## config.mk

```make
export PLATFORM = sky130hd
export DESIGN_NAME = vrpp_ram
export DESIGN_NICKNAME = d
export VERILOG_FILES = /design/src/rtl/core/vrpp_ram.sv
export SDC_FILE = /design/constraint.sdc
export NUM_CORES = 1
export LEC_CHECK = 0
export ABC_AREA = 1
export ABC_CLOCK_PERIOD_IN_PS = 2300
export BUFFER_PORTS_ARGS = -buffer_cell sky130_fd_sc_hd__buf_2
export CORE_MARGIN = 2
export CORE_UTILIZATION = 57
export CTS_CLUSTER_DIAMETER = 200
export CTS_CLUSTER_SIZE = 30
export DETAILED_ROUTE_END_ITERATION = 7
export PLACE_DENSITY_LB_ADDON = 0.08
export SKIP_CTS_REPAIR_TIMING = 1
export SLEW_MARGIN = 5
export SYNTH_ARGS = -nofsm -noshare
export SYNTH_HDL_FRONTEND = slang
export SYNTH_SLANG_ARGS = --single-unit
```

## constraint.sdc

```tcl
create_clock -name clk -period 2.3 [get_ports clk]
set_clock_uncertainty 0.15 [all_clocks]
set_input_delay 0.46 -clock clk [delete_from_list [all_inputs] [get_ports clk]]
set_output_delay 0.46 -clock clk [all_outputs]
set_load 0.05 [all_outputs]
```

## src/rtl/core/vrpp_ram.sv

```systemverilog
// ----------------------------------------------------------------------------
// vrpp_ram
// Generic single-port-write, single-port-read RAM with registered read.
// ----------------------------------------------------------------------------
module vrpp_ram #(
	parameter int WIDTH = 8,
	parameter int DEPTH = 64,
	parameter int AW = (DEPTH > 1) ? $clog2(DEPTH) : 1
) (
	input  logic             clk,
	input  logic             we,
	input  logic [AW-1:0]    waddr,
	input  logic [WIDTH-1:0] wdata,
	input  logic [AW-1:0]    raddr,
	output logic [WIDTH-1:0] rdata
);
	logic [WIDTH-1:0] mem [DEPTH];

	always_ff @(posedge clk) begin
		if (we) begin
			mem[waddr] <= wdata;
		end
		rdata <= mem[raddr];
	end
endmodule

```

After elaboration in Yosys (flattened, before gate mapping). Memory sizes are Yosys's and may differ from the RTL's. A register that Yosys moved wholly into a read port is not among the register bits. Cells that the tools add are included.

Logic and storage cells: 3. Bits in registers: 0. Memories kept: 1. Memory bits (writable): 512. Output and inout port bits: 8. Input port bits: 22.

Memories: mem (words 64, bits a word 8, rd ports 1, clocked after memory_dff 1, write ports 1, RTL line 17) `logic [WIDTH-1:0] mem [DEPTH];`.

Multiplexer cells: 2.

Operators with widths (number): $mux 1 (2).

Longest topological paths before layout.
Depth in word-level cells: 2. Mapped depth: 12. Depth with buffers taken out: 9.

Worst setup path after synthesis. No wires, ideal clock.

Path type: input to register. Start: in we. End: mem mem[48][0] (enable). Stages on the path: 3. Setup time: 395 ps. Path slack: -76 ps. Data required time: 1755 ps. Arrival: 1831 ps. Path buffers: 1. Cells stage by stage: clkbuf_1 nand4_1 nor4_1.

Longest elaborated chain between the ends: 2.

RTL lines: from (decl) (RTL line 11) `input logic we,`; $mux 1 (RTL line 20) `if (we) begin`; $mux 1 (implied by the code) (RTL line 21) `mem[waddr] <= wdata;`; to (decl) (RTL line 17).

No other way between the ends.

Worst setup path in the final report.
Start: reg rdata[4], read port of mem. End: out rdata[4].

RTL lines: from (decl) (RTL line 15) `output logic [WIDTH-1:0] rdata`.

No word-level cell between the ends.

==> impl.org <==
** Floorplan
- The die covers 39000 um2.
- During I/O placement, the number of pins put on the boundary was 30.
- Site Rows :: 70
- From left edge to right edge, the die measures 197 um.
- Core Footprint :: 36700 um2
- The die is 197 um tall.
- For this configuration, the core starts out at a cell density of 58.1%.

** Timing
- Maximum frequency from static timing analysis :: 0.543 GHz
- The hold violation total from the final report was 0.
- Finish-stage setup viols :: 0
- Worst slew pin tran :: 0.712 ns
- Max-slew headroom at the worst pin :: 52.5%
- Shortest clock period the worst path allows after layout :: 1.84 ns
- Hold WS :: 0.128 ns
- Final number of max-transition violations :: 0
- Unrepaired setup endpoints after global routing :: false
- In the final timing run, aggregate negative setup slack is 0 ns.
- Of the available clock period, the critical path in the final layout requires 80.0%.

** Critical path
- Arr. time, crit path :: 1.23 ns
- Critical path type :: flop to output port
- Category of the worst setup path capture point :: output port
- Traced cell by cell, the critical path runs through buf_2.
- Startpoint class of the critical path :: flop
- Maximum fanout along the worst path :: 1
- The largest individual stage delay along the critical path comes from the cell sky130_fd_sc_hd__dfxtp_1.
- Counting both buffers and inverters, the worst setup path holds a total of 1.
- For the worst setup path, the data required time is 1.69 ns.
- The kind of cell with the highest combined delay along the critical path is flip-flops.
- Max incr delay on CP :: 0.39 ns

** Cells and area
- Total Nets Final :: 1897
- Fill cells in the final layout number 2821.
- Area occupied by registers :: 15500 um2
- Synth-to-layout area growth :: 8.95%
- The post-route netlist has 9.80% of its cells at a drive strength greater than 1.
- Final instance area :: 23200 um2
- Summing all multi-input logic gate instances after layout gives 4950 um2.
- End-of-flow core utilization :: 63.4%

** Global routing
- Global-route wire length before repair :: 80.7 mm
- Global router's overall resource usage :: 27.7%
- The initial antenna violation count is 2.
- Summed over all layers, the global routing overflow is 0.
- Maximum number of pins on one net before global-route repair :: 65
- Number of global-route vias before repair :: 13.5k

** Power and ir drop
- Design Power :: 16.5 mW
- VDD sags by at most 0.664 mV.
- In this run the power density over the cells is 708 nW/um2.
- Leak pwr :: 8.47 nW

** Route
- Average wire length per cell after detail routing :: 22.4 um
- Vias per cell :: 5.87
- The first routing iteration left 1579 violations.
- Total number of vias :: 13.8k
- Antenna Violating Nets Remaining :: 0
- The final layout contains routed wiring with a total length of 52.9 mm.
- Iteration count of the initial detailed-routing pass :: 5
- After detailed routing, the number of remaining DRC violations is 0.

** Logic synthesis
- The cell count after synthesis came out at 1805.
- Post-synthesis instance area :: 21300 um2
- Synthesis produced a netlist with a net count of 1827.
- Fraction of synthesized cell area taken by the top area cell type :: 72.0%
- During synthesis, Yosys emitted a total of 0 warnings.
- By area the synthesized netlist is led by sky130_fd_sc_hd__edfxtp_1 (72%), sky130_fd_sc_hd__nand2_1 (11%), sky130_fd_sc_hd__nand3_1 (10%), sky130_fd_sc_hd__buf_6 (1.8%), sky130_fd_sc_hd__nor2_1 (0.99%).
- Sequential area share after synthesis :: 72.8%
- Summed over all instances, the cell type with the most area after synthesis is sky130_fd_sc_hd__edfxtp_1.
- Count of distinct cell types in the synthesized netlist :: 16
- Each instance of the synthesized netlist takes up on average 11.8 um2.
- Seq cells post-synth :: 520

** Clock network
- Clk Tree Root Cell :: sky130_fd_sc_hd__clkbuf_16
- TritonCTS built the clock tree.
- The clock reaches the later pin of the worst-skew pair after 0.56 ns.
- Number of H-tree branching levels :: 1
- Buffers inserted during clock tree synthesis total 21.
- Sink Count :: 520
- Max Root-Sink Buffers :: 3
- Clock-pin slew on the worst setup and hold paths :: 0.11 ns

** Min path
- The path class of the tightest hold or removal check is primary input to flop.

** Run status
- Run status :: finished clean

** Place
- Area post-placement :: 22600 um2
- # port buffers :: 29
- At the end of routability-driven placement, the weighted congestion stood at 0.830.
- Estimated wirelength of the detail-placed design :: 31.5 mm

** Run
- Number of max-cap violations :: 0
## metal layers
metal / up-vias / wire (um) / global-route usage [%] / part of all wire (%)
met3: 79 / 4780 / 5.45 / 9.0
li1: 6456 / - / - / -
met2: 614 / 24400 / 43.0 / 46
met5: - / 0 / 0 / 0
met1: 6684 / 22500 / 40.8 / 43
met4: 0 / 1280 / 7.02 / 2.4
## path summary, 6_finish.rpt
kind | startpoint | to | slack, ns | cells past startpoint
max reg2reg | mem[63][3]$_DFFE_PP_ | rdata[3]$_DFF_P_ | 0.74 | 8
min | raddr[5] | rdata[4]$_DFF_P_ | 0.13 | 3
max | rdata[4]$_DFF_P_ | rdata[4] | 0.46 | 1
min reg2reg | mem[42][6]$_DFFE_PP_ | rdata[6]$_DFF_P_ | 0.67 | 8
## power breakdown
part           total [mW]  internal (mW)  switching, mW
Sequential           10.5           10.5         0.0246
Combinational        1.40          0.398           1.00
Clock                4.56           1.77           2.79
## layout by cell type, fill, tap and decap left out, drive strengths merged
| cell type | netlist | final |
|---|---|---|
| nor4 | 8 | 8 |
| buf | 98 | 159 |
| edfxtp | 512 | 512 |
| dfxtp | 8 | 8 |
| diode | 0 | 2 |
| inv | 12 | 13 |
| clkbuf | 15 | 36 |
| nand3 | 439 | 439 |
| nand4 | 9 | 9 |
| nor2 | 56 | 56 |
| nand2 | 648 | 648 |
## synth_stat cells
library cell / instances
sky130_fd_sc_hd__buf_6: 35
sky130_fd_sc_hd__nand2_1: 648
sky130_fd_sc_hd__nand4_1: 9
sky130_fd_sc_hd__edfxtp_1: 512
sky130_fd_sc_hd__inv_1: 10
sky130_fd_sc_hd__nand3_1: 439
sky130_fd_sc_hd__buf_4: 14
sky130_fd_sc_hd__dfxtp_1: 8
sky130_fd_sc_hd__nor4_1: 8
sky130_fd_sc_hd__buf_1: 10
sky130_fd_sc_hd__nor2_1: 56
sky130_fd_sc_hd__inv_6: 1
sky130_fd_sc_hd__clkbuf_1: 15
sky130_fd_sc_hd__buf_8: 2
sky130_fd_sc_hd__inv_2: 1
sky130_fd_sc_hd__buf_2: 37
## cell families (layout without fill, tap and decap cells)
kind of cell | after synthesis | in the layout | share of synthesized area [%]
simple gates | 1160 | 1160 | 23.2
buf+inv | 125 | 208 | 4.02
other cells | 0 | 2 | 0
flops | 520 | 520 | 72.8
## per-stage QoR
| step | instances | setup slack [ns] |
|---|---|---|
| after CTS | 2356 | 0.455 |
| after floorplan | 1805 | -0.0761 |
| after global routing | 2356 | 0.409 |
| after global placement | 2320 | -0.0212 |
| final | 2358 | 0.460 |
| after detailed placement | 2320 | -0.0295 |
## sequential cells by signal, summed over array words and instances (netlist names)
| signal | count |
|---|---|
| rdata | 8 |
| mem | 512 |
## final cells by class
type                            instances  area share (%)
Clock buffer                           35            2.49
Antenna cell                            2          0.0215
Clock inverter                          1          0.0861
Multi-Input combinational cell       1160            21.3
Sequential cell                       520            66.8
Timing Repair Buffer                  160            6.57
Inverter                               12           0.226
Tap cell                              468            2.52
Note: power is estimated with default switching activity, not from simulation.
