<file path="src/rtl/core/vrpp_pkg.sv">
// ----------------------------------------------------------------------------
// vrpp_pkg
// Shared types and constants of the voxel representative point picker.
// ----------------------------------------------------------------------------
package vrpp_pkg;

	localparam int MAX_POINTS_DEF = 64;
	localparam int COORD_W = 24;
	localparam int INDEX_W = 32;
	localparam int MODE_W = 2;

	localparam logic [MODE_W-1:0] MODE_AVERAGE = 2'd0;
	localparam logic [MODE_W-1:0] MODE_CLOSEST = 2'd1;
	localparam logic [MODE_W-1:0] MODE_RANDOM  = 2'd2;

	typedef struct packed {
		logic signed [COORD_W-1:0] coord_x;
		logic signed [COORD_W-1:0] coord_y;
		logic signed [COORD_W-1:0] coord_z;
		logic [INDEX_W-1:0]        cloud_index;
		logic [INDEX_W-1:0]        random_value;
		logic                      last_point;
	} vrpp_in_t;

	typedef struct packed {
		logic signed [COORD_W-1:0] mean_x;
		logic signed [COORD_W-1:0] mean_y;
		logic signed [COORD_W-1:0] mean_z;
		logic [INDEX_W-1:0]        chosen_index;
		logic                      index_valid;
		logic                      overflow_flag;
	} vrpp_out_t;

endpackage

</file>
<file path="src/rtl/core/vrpp_front.sv">
// ----------------------------------------------------------------------------
// vrpp_front
// Accepts points, stores them, keeps the sums and the count, and hands a
// closed voxel to the back end through a one-deep queue.
// ----------------------------------------------------------------------------
module vrpp_front #(
	parameter int MAX_POINTS = vrpp_pkg::MAX_POINTS_DEF,
	parameter int CW = $clog2(MAX_POINTS + 1),
	parameter int AW = (MAX_POINTS > 1) ? $clog2(MAX_POINTS) : 1,
	parameter int SW = vrpp_pkg::COORD_W + CW
) (
	input  logic                  clk,
	input  logic                  arst_n,
	input  logic                  start,
	input  vrpp_pkg::vrpp_in_t    item,
	input  logic                  back_busy,
	output logic                  busy,
	output logic                  we,
	output logic [AW-1:0]         waddr,
	// closed voxel handoff
	output logic                  job_valid,
	input  logic                  job_take,
	output logic signed [SW-1:0]  job_sx,
	output logic signed [SW-1:0]  job_sy,
	output logic signed [SW-1:0]  job_sz,
	output logic [CW-1:0]         job_cnt,
	output logic [vrpp_pkg::INDEX_W-1:0] job_rnd,
	output logic                  job_drop
);
	import vrpp_pkg::*;

	logic [CW-1:0]        cnt_q;
	logic signed [SW-1:0] sx_q, sy_q, sz_q;
	logic                 drop_q;
	logic                 acc, full;

	// hold while a closed voxel waits or the back end still reads the point store
	assign busy = job_valid || back_busy;
	assign acc = start && !busy;
	assign full = (cnt_q == CW'(MAX_POINTS));
	assign we = acc && !full;
	assign waddr = cnt_q[AW-1:0];

	always_ff @(posedge clk or negedge arst_n) begin
		if (!arst_n) begin
			cnt_q <= '0;
			sx_q <= '0;
			sy_q <= '0;
			sz_q <= '0;
			drop_q <= 1'b0;
			job_valid <= 1'b0;
		end else begin
			if (job_take) begin
				job_valid <= 1'b0;
			end
			if (acc) begin
				if (item.last_point) begin
					job_valid <= 1'b1;
					job_sx <= full ? sx_q : sx_q + SW'(item.coord_x);
					job_sy <= full ? sy_q : sy_q + SW'(item.coord_y);
					job_sz <= full ? sz_q : sz_q + SW'(item.coord_z);
					job_cnt <= full ? cnt_q : cnt_q + 1'b1;
					job_drop <= drop_q || full;
					job_rnd <= item.random_value;
					cnt_q <= '0;
					sx_q <= '0;
					sy_q <= '0;
					sz_q <= '0;
					drop_q <= 1'b0;
				end else if (full) begin
					drop_q <= 1'b1;
				end else begin
					cnt_q <= cnt_q + 1'b1;
					sx_q <= sx_q + SW'(item.coord_x);
					sy_q <= sy_q + SW'(item.coord_y);
					sz_q <= sz_q + SW'(item.coord_z);
				end
			end
		end
	end

	assert property (@(posedge clk) disable iff (!arst_n)
		cnt_q <= CW'(MAX_POINTS))
		else $error("count past depth");
	assert property (@(posedge clk) disable iff (!arst_n)
		job_valid |-> job_cnt != '0)
		else $error("empty voxel handed off");
	assert property (@(posedge clk) disable iff (!arst_n)
		acc && item.last_point |=> job_valid && cnt_q == '0)
		else $error("voxel not closed");
endmodule

</file>
<file path="config.mk">
export PLATFORM = sky130hd
export DESIGN_NAME = vrpp_front
export DESIGN_NICKNAME = d
export VERILOG_FILES = /design/src/rtl/core/vrpp_pkg.sv /design/src/rtl/core/vrpp_front.sv
export SDC_FILE = /design/constraint.sdc
export NUM_CORES = 1
export LEC_CHECK = 0
export BUFFER_PORTS_ARGS = -buffer_cell sky130_fd_sc_hd__buf_4
export CELL_PAD_IN_SITES_DETAIL_PLACEMENT = 1
export CELL_PAD_IN_SITES_GLOBAL_PLACEMENT = 1
export CORE_MARGIN = 2
export CORE_UTILIZATION = 46
export CTS_CLUSTER_SIZE = 30
export DETAILED_ROUTE_END_ITERATION = 8
export GPL_TIMING_DRIVEN = 0
export HOLD_SLACK_MARGIN = 0.03
export PLACE_DENSITY_LB_ADDON = 0.15
export SYNTH_ARGS = -nofsm -noshare
export SYNTH_HDL_FRONTEND = slang
export SYNTH_SLANG_ARGS = --single-unit
</file>
<file path="constraint.sdc">
create_clock -name clk -period 10.7 [get_ports clk]
set_input_delay 2.14 -clock clk [delete_from_list [all_inputs] [get_ports clk]]
set_output_delay 2.14 -clock clk [all_outputs]
set_load 0.03 [all_outputs]
</file>
== After elaboration in Yosys (flattened, before gate mapping) ==
Index checks and enable logic that the tools add are counted.

* Bits of input ports: 142
* Memories: 0
* Bits in writable memories: 0
* Logic and storage cells: 39
* Output and inout port bits: 142
* Bits in registers: 235
* Latch bits: 0
* ROM bits: 0

* Div/mod/pow operators: 0
* Reductions and logical operators: 9
* Add/sub/neg operators: 4
* Mux-type cells: 13
* $lt $le $gt $ge: 0
* Bitwise logic cells: 0
* Equality and inequality tests: 1
* Shift operators: 0
* Multipliers: 0

{| class="wikitable"
|+ Operators with widths
! kind !! count
|-
| 31-bit 2-to-1 mux || 6
|-
| 31-bit by 24-bit adder with 31-bit output || 3
|-
| 7-bit 2-to-1 mux || 2
|-
| 7-bit by 1-bit adder with 7-bit output, second input constant || 1
|-
| 7-bit == test, second input constant || 1
|-
| 1-bit 2-to-1 mux || 5
|-
| 3-bit AND reduction || 1
|-
| 1-bit logical AND || 2
|-
| 1-bit zero test || 2
|-
| 1-bit logical OR || 2
|-
| 2-bit AND reduction || 1
|-
| 2-bit nonzero test || 1
|}

== Longest topological paths before layout ==
Gate-level depths: netlist (run 1).

* Word-level depth: 4
* Gate-level depth with buffers: 11
* Mapped depth without buffers: 11

== Worst setup path before layout (run 1) ==
No wires, ideal clock.

* Path kind: input port to flip-flop
* Start: in item[0] in the netlist's numbering
* End: reg job_cnt[0] (enable)
* Stages on the path: 3
* Required time: 10.191 ns
* Library setup time: 0.509 ns
* Setup slack: 4.390 ns
* Buffers on the path: 2
* Arrival time: 5.801 ns
* Cell sequence: clkbuf_1 > clkbuf_1 > and3_1

* Cells in the longest elaborated chain, start to end: 1

{| class="wikitable"
|+ RTL lines
! item !! line !! source
|-
| from (decl) || vrpp_front.sv:15 || <nowiki>input vrpp_pkg::vrpp_in_t item,</nowiki>
|-
| 3-bit AND reduction (no source line) || -- ||
|-
| to (signal assigned) || vrpp_front.sv:62 || <nowiki>job_cnt <= full ? cnt_q : cnt_q + 1'b1;</nowiki>
|-
| to (decl) || vrpp_front.sv:26 || <nowiki>output logic [CW-1:0] job_cnt,</nowiki>
|}

No other way between the ends.
A chain may end at the register's enable or synchronous reset.

== Worst setup path after layout (run 1) ==
* Start: in back_busy
* End: out we

* Cells in the longest elaborated chain, start to end: 4

{| class="wikitable"
|+ RTL lines
! item !! line !! source
|-
| from (decl) || vrpp_front.sv:16 || <nowiki>input logic back_busy,</nowiki>
|-
| 1-bit logical OR || vrpp_front.sv:38 || <nowiki>assign busy = job_valid || back_busy;</nowiki>
|-
| 1-bit zero test || vrpp_front.sv:39 || <nowiki>assign acc = start && !busy;</nowiki>
|-
| 1-bit logical AND || vrpp_front.sv:39 ||
|-
| 1-bit logical AND || vrpp_front.sv:41 || <nowiki>assign we = acc && !full;</nowiki>
|-
| to (decl) || vrpp_front.sv:18 || <nowiki>output logic we,</nowiki>
|}

No other way between the ends.

==> results by group, run 1 <==
Logic synthesis
  • Synthesized instance count: 1395
  • FF+latch count, synth: 235
  • Post-synth top area cell: edfxtp_1
  • Syn Std Cell Area: 0.01387 sq mm
  • Ys flop type: edfxtp_1
  • Ys Warns: 0
  • Number of flops mapped to enable cells by yosys: 133
  • Async S/R FF share, synth: 43.40%
  • Syn_nets: 1632
  • Synth unique cells: 67
  • Synth area leaders: edfxtp_1 29%, dfrtp_1 18%, ha_1 8.3%
  • Sequential area share after synthesis: 47.21%
  • Share of the synthesized area in the top cell type: 28.80%
  • Syn Area/Cell: 9.941 sq um

Placed design
  • RePlAce Congestion: 0.9154
  • IO Port Bufs: 250
  • DP HPWL: 34570 um

Detailed routing
  • Initial DRC Count: 900
  • DR vias/cell: 6.078
  • Total number of vias: 12680
  • Final WL: 47660 um
  • Drt pass-1 iters: 5
  • # DRC: 0
  • Remaining antenna violation count: 0
  • WL/cell: 22.85 um

Critical path
  • Reg-to-reg setup timing slack: 6.64 ns
  • Startpoint types: primary input
  • CP arrival: 4.28 ns
  • Req. time, crit path: 8.56 ns
  • CP Capture Type: primary output
  • Critical path fanouts, max: 10
  • Setup CP Type: primary input to primary output

STA
  • Minimum clock period: 6.424 ns
  • Final setup fails: 0
  • Peak Freq: 0.1557 GHz
  • Crit share post-route: 60.03%
  • Clock Skews: 0.01163 ns
  • RSZ-0062 raised after global routing: false
  • Final slew viol count: 0
  • Final Hold Fails: 0
  • Relative slew slack: 38.33%
  • Hold WS: 0.5253 ns
  • Worst-Margin Slew: 0.9251 ns
  • Setup_tns: 0 ns

Clock network
  • Clk pin slew, worst setup/hold paths: 0.06 ns
  • CTS Buf Count: 26
  • CTS tree: yes
  • Post-CTS Setup Bufs: 0
  • Sink Count: 235
  • Clock root buffer: clkbuf_16
  • Post-CTS resize count: 0
  • H-tree lvl count: 1
  • Worst-case clock buffer depth: 3
  • # hold bufs at CTS: 0
  • Clock Latency Late Sink: 0.55 ns

Min path
  • Worst hold path class: flop to flop

Power and ir drop
  • Cell Pwr Density: 257.5 mW/mm^2
  • Peak VDD IR: 0.1419 mV
  • Static Leakage: 7.586 nW
  • Tot Pwr: 4.428 mW

Global routing
  • First-pass GRT wire length: 72510 um
  • Initial antenna violation count: 1
  • Tot GR Track Use: 29.72%
  • Congestion Overflow GR: 0
  • Vias in the first global route: 12920
  • Largest net degree at the start of global routing: 57

Floorplan
  • I/O Pins: 284
  • Core area: 0.02964 sq mm
  • Row count: 63
  • Initial Util: 46.79%
  • Die X: 177.6 um
  • Die Height: 177.6 um
  • Die ar.: 0.03155 sq mm

Layout
  • Layout cell share with drive strength beyond 1: 18.47%
  • Nets@finish: 1913
  • P&R area growth vs syn: 24.01%

Flow run
  • Max Cap Violations: 0

Run status
  • Status: completed
sequential cells by signal, indices dropped and copies added, names as in the netlist, 7 cells and up:
name / cells
job_rnd: 32
sx_q: 31
job_sx: 31
cnt_q: 7
job_sy: 31
sz_q: 31
job_cnt: 7
job_sz: 31
sy_q: 31
layout make-up:
| cell class | count | area (sq um) |
|---|---|---|
| Tap cell | 390 | 488.0 |
| Inverter | 29 | 108.9 |
| Multi-Input combinational cell | 1055 | 6908 |
| Fill cell | 3345 | 12440 |
| Buffer | 76 | 309.0 |
| Antenna cell | 1 | 2.502 |
| Sequential cell | 235 | 6546 |
| Clock buffer | 40 | 784.5 |
| Timing Repair Buffer | 253 | 1963 |
| Clock inverter | 7 | 86.33 |
power by group:
part	internal (mW)	leakage, nW	switching (mW)
clock network	0.550	0.426	0.381
logic	0.834	4.62	1.26
registers	1.24	2.54	0.169
Yosys cell counts, types with 18 or more instances:
cell type / instances
a21o_1: 46
a21oi_1: 89
a22o_1: 44
a22oi_1: 20
and3_1: 18
clkbuf_1: 63
dfrtp_1: 102
edfxtp_1: 133
ha_1: 92
inv_1: 29
nand2_1: 233
nor2_1: 65
o21ai_0: 124
o221ai_1: 27
xnor2_1: 60
xor2_1: 28
worst paths after layout:
path / startpoint / cells past startpoint / endpoint
worst max-delay path: back_busy / 7 / we
worst min-delay path: sx_q[28] / 2 / sx_q[28]
worst max register to register: cnt_q[0] / 9 / job_sx[28]
worst min register to register: sx_q[28] / 2 / sx_q[28]
max in group asynchronous: arst_n / 2 / sy_q[20]
min in group asynchronous: arst_n / 1 / sx_q[9]
cell usage in the layout (no fill, tap or decap), types with 7 or more instances in the layout:
| cell type | netlist | final |
|---|---|---|
| edfxtp_1 | 133 | 133 |
| nor2b_1 | 7 | 7 |
| a22o_1 | 44 | 44 |
| nand2_1 | 233 | 233 |
| a31oi_1 | 13 | 13 |
| o21bai_1 | 16 | 16 |
| nor2_1 | 65 | 65 |
| clkbuf_1 | 63 | 70 |
| xnor2_1 | 60 | 60 |
| xor2_1 | 28 | 28 |
| nor3_1 | 10 | 10 |
| clkbuf_16 | 0 | 27 |
| a21o_1 | 46 | 46 |
| buf_4 | 6 | 255 |
| and2_1 | 8 | 8 |
| a22oi_1 | 20 | 20 |
| nand4_1 | 15 | 15 |
| nand2b_1 | 7 | 7 |
| o21ai_0 | 124 | 124 |
| o221ai_1 | 27 | 27 |
| inv_1 | 29 | 29 |
| a211oi_1 | 14 | 14 |
| dfrtp_1 | 102 | 102 |
| o21a_1 | 15 | 15 |
| nand3_1 | 17 | 17 |
| a21oi_1 | 89 | 89 |
| o211ai_1 | 7 | 7 |
| and3_1 | 18 | 17 |
| ha_1 | 92 | 92 |
cells by family (layout without fill, tap and decap cells):
| logic type | Yosys count | after routing | share of synthesized area [%] |
|---|---|---|---|
| other cells | 0 | 1 | 0 |
| flops | 235 | 235 | 47.21 |
| xor+xnor | 88 | 88 | 5.558 |
| simple gates | 408 | 408 | 13.10 |
| mux | 3 | 3 | 0.2166 |
| fa+ha+maj | 95 | 95 | 8.734 |
| compound gates | 461 | 461 | 22.17 |
| buf+inv | 105 | 405 | 3.014 |
routing by layer:
| layer | GRT usage (%) | vias to the layer above | routed length [um] |
|---|---|---|---|
| met2 | 49.60 | 494 | 22170 |
| met1 | 39.53 | 6337 | 20700 |
| li1 | - | 5741 | - |
| met4 | 10.76 | 0 | 1669 |
| met3 | 3.985 | 106 | 3126 |
| met5 | 0 | - | 0 |
per-stage QoR:
stage	instances	utilization (%)	setup WS (ns)	instance area [sq um]
global route	2086	58.02	4.259	17200
floorplan	1395	-	4.390	13870
detailed placement	2038	55.07	4.353	16320
global placement	2035	54.77	2.067	16230
finish	2086	58.02	4.276	17200
CTS	2085	58.01	4.325	17190
critical path, stage by stage:
cell and delay, ns:
buf_4 0.11, nor2_1 0.29, and2_1 0.26, nand2_1 0.35
inv_1 0.20, clkbuf_1 0.63, buf_4 0.29
(Power assumes the default switching activity.)
==> run 2: changes to the inputs <==
CORE_UTILIZATION = 43   (was 46)
clock period = 6 ns   (was 10.7 ns; I/O delays follow)
==> run 2 against run 1 <==
Combinational power is 77% higher. Non-clock buffer count stayed put. Count of clock-buffer cells in the layout stayed put. Sequential cell count stayed put. Die area is 6.8% higher. Design area is 0.63% higher. Clock power is 93% higher. Register-to-register slack worse by 4.7 ns. Utilization is 3.3 points lower. Global-route usage is 2.4 points lower. Sequential share of layout area is 0.24 points lower. Critical path type unchanged. Critical endpoint unchanged.
==> results by group, run 2 (same netlist as run 1, synthesis figures left out) <==
Floorplan
  • Die X: 183.6 um (+3.4%)
  • Core area: 0.03164 sq mm (+6.7%)
  • I/O Pins: 284 (unchanged)
  • Die Height: 183.6 um (+3.4%)
  • Row count: 65 (+3.2%)
  • Initial Util: 43.83% (-3.0 points)
  • Die ar.: 0.03370 sq mm (+6.8%)

Clock network
  • H-tree lvl count: 1 (unchanged)
  • Post-CTS resize count: 0 (unchanged)
  • Post-CTS Setup Bufs: 0 (unchanged)
  • Clock root buffer: clkbuf_16
  • Worst-case clock buffer depth: 3 (unchanged)
  • # hold bufs at CTS: 0 (unchanged)
  • CTS Buf Count: 28 (+7.7%)
  • CTS tree: yes
  • Sink Count: 235 (unchanged)
  • Clk pin slew, worst setup/hold paths: 0.06 ns (about the same)
  • Clock Latency Late Sink: 0.57 ns (+0.02 ns)

Critical path
  • Startpoint types: primary input
  • Critical path fanouts, max: 10 (unchanged)
  • CP Capture Type: primary output
  • Critical path's slowest cell: clkbuf_1
  • R2R Path End: job_sz[11]
  • Setup CP Type: primary input to primary output
  • Crit-path cells: buf_4, nor2_1, and2_1, nand2_1, inv_1, clkbuf_1, buf_4
  • R2R cell count: 10 (+1)
  • Max stage delay on crit path: 0.63 ns (about the same)
  • CP arrival: 3.23 ns (-1.05 ns)
  • Req. time, crit path: 4.80 ns (-3.76 ns)
  • Reg-to-reg setup timing slack: 1.95 ns (-4.69 ns)
  • Crit path top cell by count: buf_4
  • RR Startpoint: cnt_q[0]

Detailed routing
  • Drt pass-1 iters: 5 (unchanged)
  • WL/cell: 22.23 um (-2.7%)
  • Top sig layer: met4
  • Total number of vias: 12350 (-2.6%)
  • Remaining antenna violation count: 0 (unchanged)
  • Wl on met1: 20580 um (-0.55%)
  • Final WL: 46730 um (-2.0%)
  • # DRC: 0 (unchanged)
  • DR vias/cell: 5.877 (-3.3%)
  • Initial DRC Count: 893 (-0.78%)
  • Routed met2 length: 21770 um (-1.8%)
  • Met3 WL post-DR: 3079 um (-1.5%)

Run status
  • Status: completed

Power and ir drop
  • Comb pwr share: 46.1% (-1.2 points)
  • Peak VDD IR: 0.2470 mV (+74%)
  • Cell Pwr Density: 461.6 mW/mm^2 (+79%)
  • Net switching power: 3.211 mW (+77%)
  • Clock network fraction of design power: 22.5% (+1.5 points)
  • Seq pwr share: 31.3% (-0.4 points)
  • Net Sw Frac: 40.19% (-0.67 points)
  • Static Leakage: 7.636 nW (+0.66%)
  • Internal: 4.778 mW (+82%)

Layout
  • Largest Register: job_rnd
  • Most frequent cells in the layout: 255 x buf_4, 233 x nand2_1, 133 x edfxtp_1, 124 x o21ai_0, 102 x dfrtp_1
  • P&R area growth vs syn: 24.79%
  • Nets@finish: 1915 (+0.10%)
  • Diodes inserted: 0 (-1)
  • Most common cell after layout, fill and taps aside: buf_4
  • Layout cell share with drive strength beyond 1: 18.71% (+0.24 points)
  • Max reg flops: 32 (unchanged)

STA
  • Relative slew slack: 36.04% (-2.3 points)
  • Peak Freq: 0.2257 GHz
  • Clock Skews: 0.02181 ns (+0.01018 ns)
  • Final setup fails: 0 (unchanged)
  • Crit share post-route: 73.83%
  • Final worst slack: 1.570 ns (-2.706 ns)
  • Minimum clock period: 4.430 ns
  • Final Hold Fails: 0 (unchanged)
  • RSZ-0062 raised after global routing: false
  • Setup_tns: 0 ns (unchanged)
  • Final slew viol count: 0 (unchanged)
  • Worst-Margin Slew: 0.9594 ns (+0.03430 ns)

Min path
  • Min-Delay Path Depth: 2 (unchanged)
  • Hold EP: sz_q[9]
  • Worst hold path class: flop to flop
  • Hold Startpoint: sz_q[9]

Global routing
  • First-pass GRT wire length: 71720 um (-1.1%)
  • Vias in the first global route: 12730 (-1.4%)
  • Initial antenna violation count: 0 (-1)
  • Tot GR Track Use: 27.35% (-2.4 points)
  • Congestion Overflow GR: 0 (unchanged)
  • Largest net degree at the start of global routing: 64 (+12%)

Placed design
  • RePlAce Congestion: 0.9114 (-0.44%)
  • DP HPWL: 34270 um (-0.86%)
  • Place WS: 1.229 ns (-3.124 ns)
  • IO Port Bufs: 250 (unchanged)

Flow run
  • Max Cap Violations: 0 (unchanged)
-- run 2: cell type report --
cell class / instances / area [sq um]
Inverter: 29 / 108.9
Clock buffer: 40 / 795.8
Tap cell: 402 / 503.0
Fill cell: 3554 / 14330
Buffer: 76 / 309.0
Multi-Input combinational cell: 1055 / 6908
Clock inverter: 12 / 170.2
Sequential cell: 235 / 6546
Timing Repair Buffer: 253 / 1963
-- run 2: worst max-delay path by stage --
stage | endpoint | start | slack, ns | cells past startpoint
after floorplan | job_cnt[0] | item[0] | 0.63 | 3
after global placement | job_sz[20] | arst_n | -1.78 | 2
after detailed placement | job_sy[28] | item[89] | 1.23 | 12
after CTS | we | back_busy | 1.60 | 7
after global routing | we | cnt_q[0] | 1.49 | 8
final | we | back_busy | 1.57 | 7
-- run 2: per-stage QoR --
stage	cells	hold slack, ns	total power [mW]	area (sq um)	util [%]
after floorplan	1395	0.4819	5.122	13870	-
after global placement	2047	0.4955	6.004	16250	51.35
after detailed placement	2050	0.5160	6.140	16340	51.64
after CTS	2102	0.5297	7.999	17300	54.70
after global routing	2102	0.5422	8.539	17300	54.70
final	2102	0.5231	7.988	17300	54.70
-- run 2: worst max-delay path: cells and delay by family --
| kind | cells | cell delay [ns] |
|---|---|---|
| and+or+nand+nor | 3 | 0.80 |
| buffers and inverters | 4 | 1.24 |
-- run 2: power by group through the flow --
stage                     Sequential (mW)  Clock (mW)  Combinational, mW
after floorplan                      2.52           0               2.60
after global routing                 2.54        1.89               4.11
final                                2.50        1.80               3.69
after CTS                            2.49        1.83               3.68
after global placement               2.50           0               3.51
after detailed placement             2.52           0               3.62
-- run 2: metal layers --
metal  track usage (%)  vias up
met3             4.041       80
met4             8.384        0
li1                  -     5731
met2             45.93      415
met5                 0        -
met1             36.56     6128
==> run 3: changes to the inputs <==
CORE_UTILIZATION = 39   (was 43)
clock period = 3.6 ns   (was 6 ns; I/O delays follow)
==> run 3 against run 2 <==
Register-to-register slack worse by 1.8 ns. Critical path depth up 4. Sequential cell count unchanged. Clock power up 62%. Global-route usage down 1.9 points. Sequential power up 66%. Cell count up 3.1%. Total power up 67%. Non-clock buffer count up 6.
==> results by group, run 3 (same netlist as run 1, synthesis figures left out) <==
Critical path
  • Setup CP Type: flop to flop
  • Startpoint types: flop
  • Req. time, crit path: 3.85 ns (-0.95 ns)
  • R2R cell count: 11 (+1)
  • Critical path fanouts, max: 4 (-6)
  • CP arrival: 3.72 ns (+0.49 ns)
  • CP Capture Type: flop

Clock network
  • H-tree lvl count: 1 (unchanged)
  • Clock Latency Late Sink: 0.55 ns (-0.02 ns)
  • Clock root buffer: clkbuf_16
  • Clk pin slew, worst setup/hold paths: 0.06 ns (about the same)
  • Worst-case clock buffer depth: 3 (unchanged)
  • CTS tree: yes
  • CTS Buf Count: 28 (unchanged)
  • Sink Count: 235 (unchanged)

Layout
  • Finished Core Util: 49.53% (-5.2 points)
  • Layout cell share with drive strength beyond 1: 20.34% (+1.6 points)
  • Most frequent cells in the layout: 261 x buf_4, 232 x nand2_1, 133 x edfxtp_1, 123 x o21ai_0, 102 x dfrtp_1
  • Final cell area excluding filler cells: 0.01749 sq mm (+1.1%)
  • Diodes inserted: 0 (unchanged)
  • Max reg flops: 32 (unchanged)
  • Largest Register: job_rnd
  • P&R area growth vs syn: 26.12%
  • Nets@finish: 1921 (+0.31%)
  • Most common cell after layout, fill and taps aside: buf_4

Floorplan
  • Die ar.: 0.03708 sq mm (+10%)
  • Core area: 0.03531 sq mm (+12%)
  • Die Height: 192.6 um (+4.9%)
  • Row count: 69 (+6.2%)
  • I/O Pins: 284 (unchanged)
  • Initial Util: 39.27% (-4.6 points)
  • Die X: 192.6 um (+4.9%)

Placed design
  • Place WS: -0.8028 ns (-2.032 ns)
  • RePlAce Congestion: 0.8639 (-5.2%)
  • IO Port Bufs: 250 (unchanged)
  • DP HPWL: 35070 um (+2.3%)
  • Area after DPL: 0.01641 sq mm (+0.45%)

Global routing
  • First-pass GRT wire length: 72530 um (+1.1%)
  • Initial antenna violation count: 0 (unchanged)
  • Largest net degree at the start of global routing: 64 (unchanged)
  • Tot GR Track Use: 25.48% (-1.9 points)
  • Vias in the first global route: 12790 (+0.44%)
  • Congestion Overflow GR: 0 (unchanged)

STA
  • Hold WS: 0.09963 ns (-0.4235 ns)
  • Clock Skews: 0.01180 ns (-0.01000 ns)
  • Final slew viol count: 0 (unchanged)
  • Final setup fails: 0 (unchanged)
  • RSZ-0062 raised after global routing: false
  • Minimum clock period: 3.468 ns
  • Peak Freq: 0.2883 GHz
  • Final worst slack: 0.1319 ns (-1.438 ns)
  • Worst-Margin Slew: 0.9196 ns (-0.03975 ns)
  • Final Hold Fails: 0 (unchanged)
  • Crit share post-route: 96.34%
  • Relative slew slack: 38.69% (+2.7 points)

Detailed routing
  • WL/cell: 22.07 um (-0.73%)
  • Final WL: 47820 um (+2.3%)
  • # DRC: 0 (unchanged)
  • DR vias/cell: 5.682 (-3.3%)
  • Drt pass-1 iters: 7 (+2)
  • Initial DRC Count: 673 (-25%)
  • Total number of vias: 12310 (-0.33%)
  • Remaining antenna violation count: 0 (unchanged)

Min path
  • Worst hold path class: primary input to async pin

Power and ir drop
  • Cell Pwr Density: 762.1 mW/mm^2 (+65%)
  • Tot Pwr: 13.33 mW (+67%)
  • Static Leakage: 7.694 nW (+0.76%)
  • Peak VDD IR: 0.4036 mV (+63%)

Run status
  • Status: completed

Flow run
  • Max Cap Violations: 0 (unchanged)
-- run 3: layout make-up --
class	count	area [sq um]
multi-input combinational	1055	6995
sequential	235	6546
buffer	76	319.1
clock buffer	31	733.2
timing repair buffer	259	2008
inverter	29	108.9
fill	4021	17820
tap	461	576.8
clock inverter	21	201.4
-- run 3: where the power goes --
| group | switching (mW) | internal, mW | leakage, nW |
|---|---|---|---|
| clock | 1.18 | 1.74 | 0.467 |
| sequential | 0.487 | 3.67 | 2.54 |
| combinational | 3.70 | 2.55 | 4.68 |
-- run 3: worst max-delay path, cell delays in order (launching register included) --
cell and delay, ns:
dfrtp_1 0.40, ha_1 0.24, fa_2 0.38, a211o_2 0.38, a21oi_4 0.16, o22ai_2 0.14
or4_4 0.49, a211oi_4 0.25, o31a_1 0.22, o21ai_0 0.14, xnor2_1 0.22, o21ai_0 0.14
-- run 3: routing by layer --
metal	vias up	part of all wire, %	global-route usage [%]	wire (um)
li1	5749	-	-	-
met1	6118	44	33.68	21150
met2	370	47	43.19	22520
met3	76	6.0	3.983	2891
met4	0	2.6	7.281	1260
met5	-	0	0	0
-- run 3: final timing paths --
| check | from | to | slack, ns |
|---|---|---|---|
| setup reg to reg | sy_q[0] | job_sy[28] | 0.13 |
| hold reg to reg | sz_q[19] | sz_q[19] | 0.52 |
| setup / recovery | sy_q[0] | job_sy[28] | 0.13 |
| hold / removal | arst_n | sx_q[17] | 0.1 |
| max in group asynchronous | arst_n | sy_q[16] | 2.77 |
| min in group clk | item[30] | job_rnd[29] | 0.34 |
-- run 3: what timing repair did --
action | 4_1_cts | 5_1_grt
gates resized for setup | 13 | 18
pin swaps | 3 | 7
endpoints found under the setup margin | 37 | 38
setup buffers | 2 | 4
hold buffers | 0 | 0
-- run 3: through the flow --
stage,std cells,setup TNS (ns)
floorplan,1395,0
global placement,2106,-219.10
detailed placement,2109,-15.79
CTS,2163,0
global route,2167,0
finish,2167,0
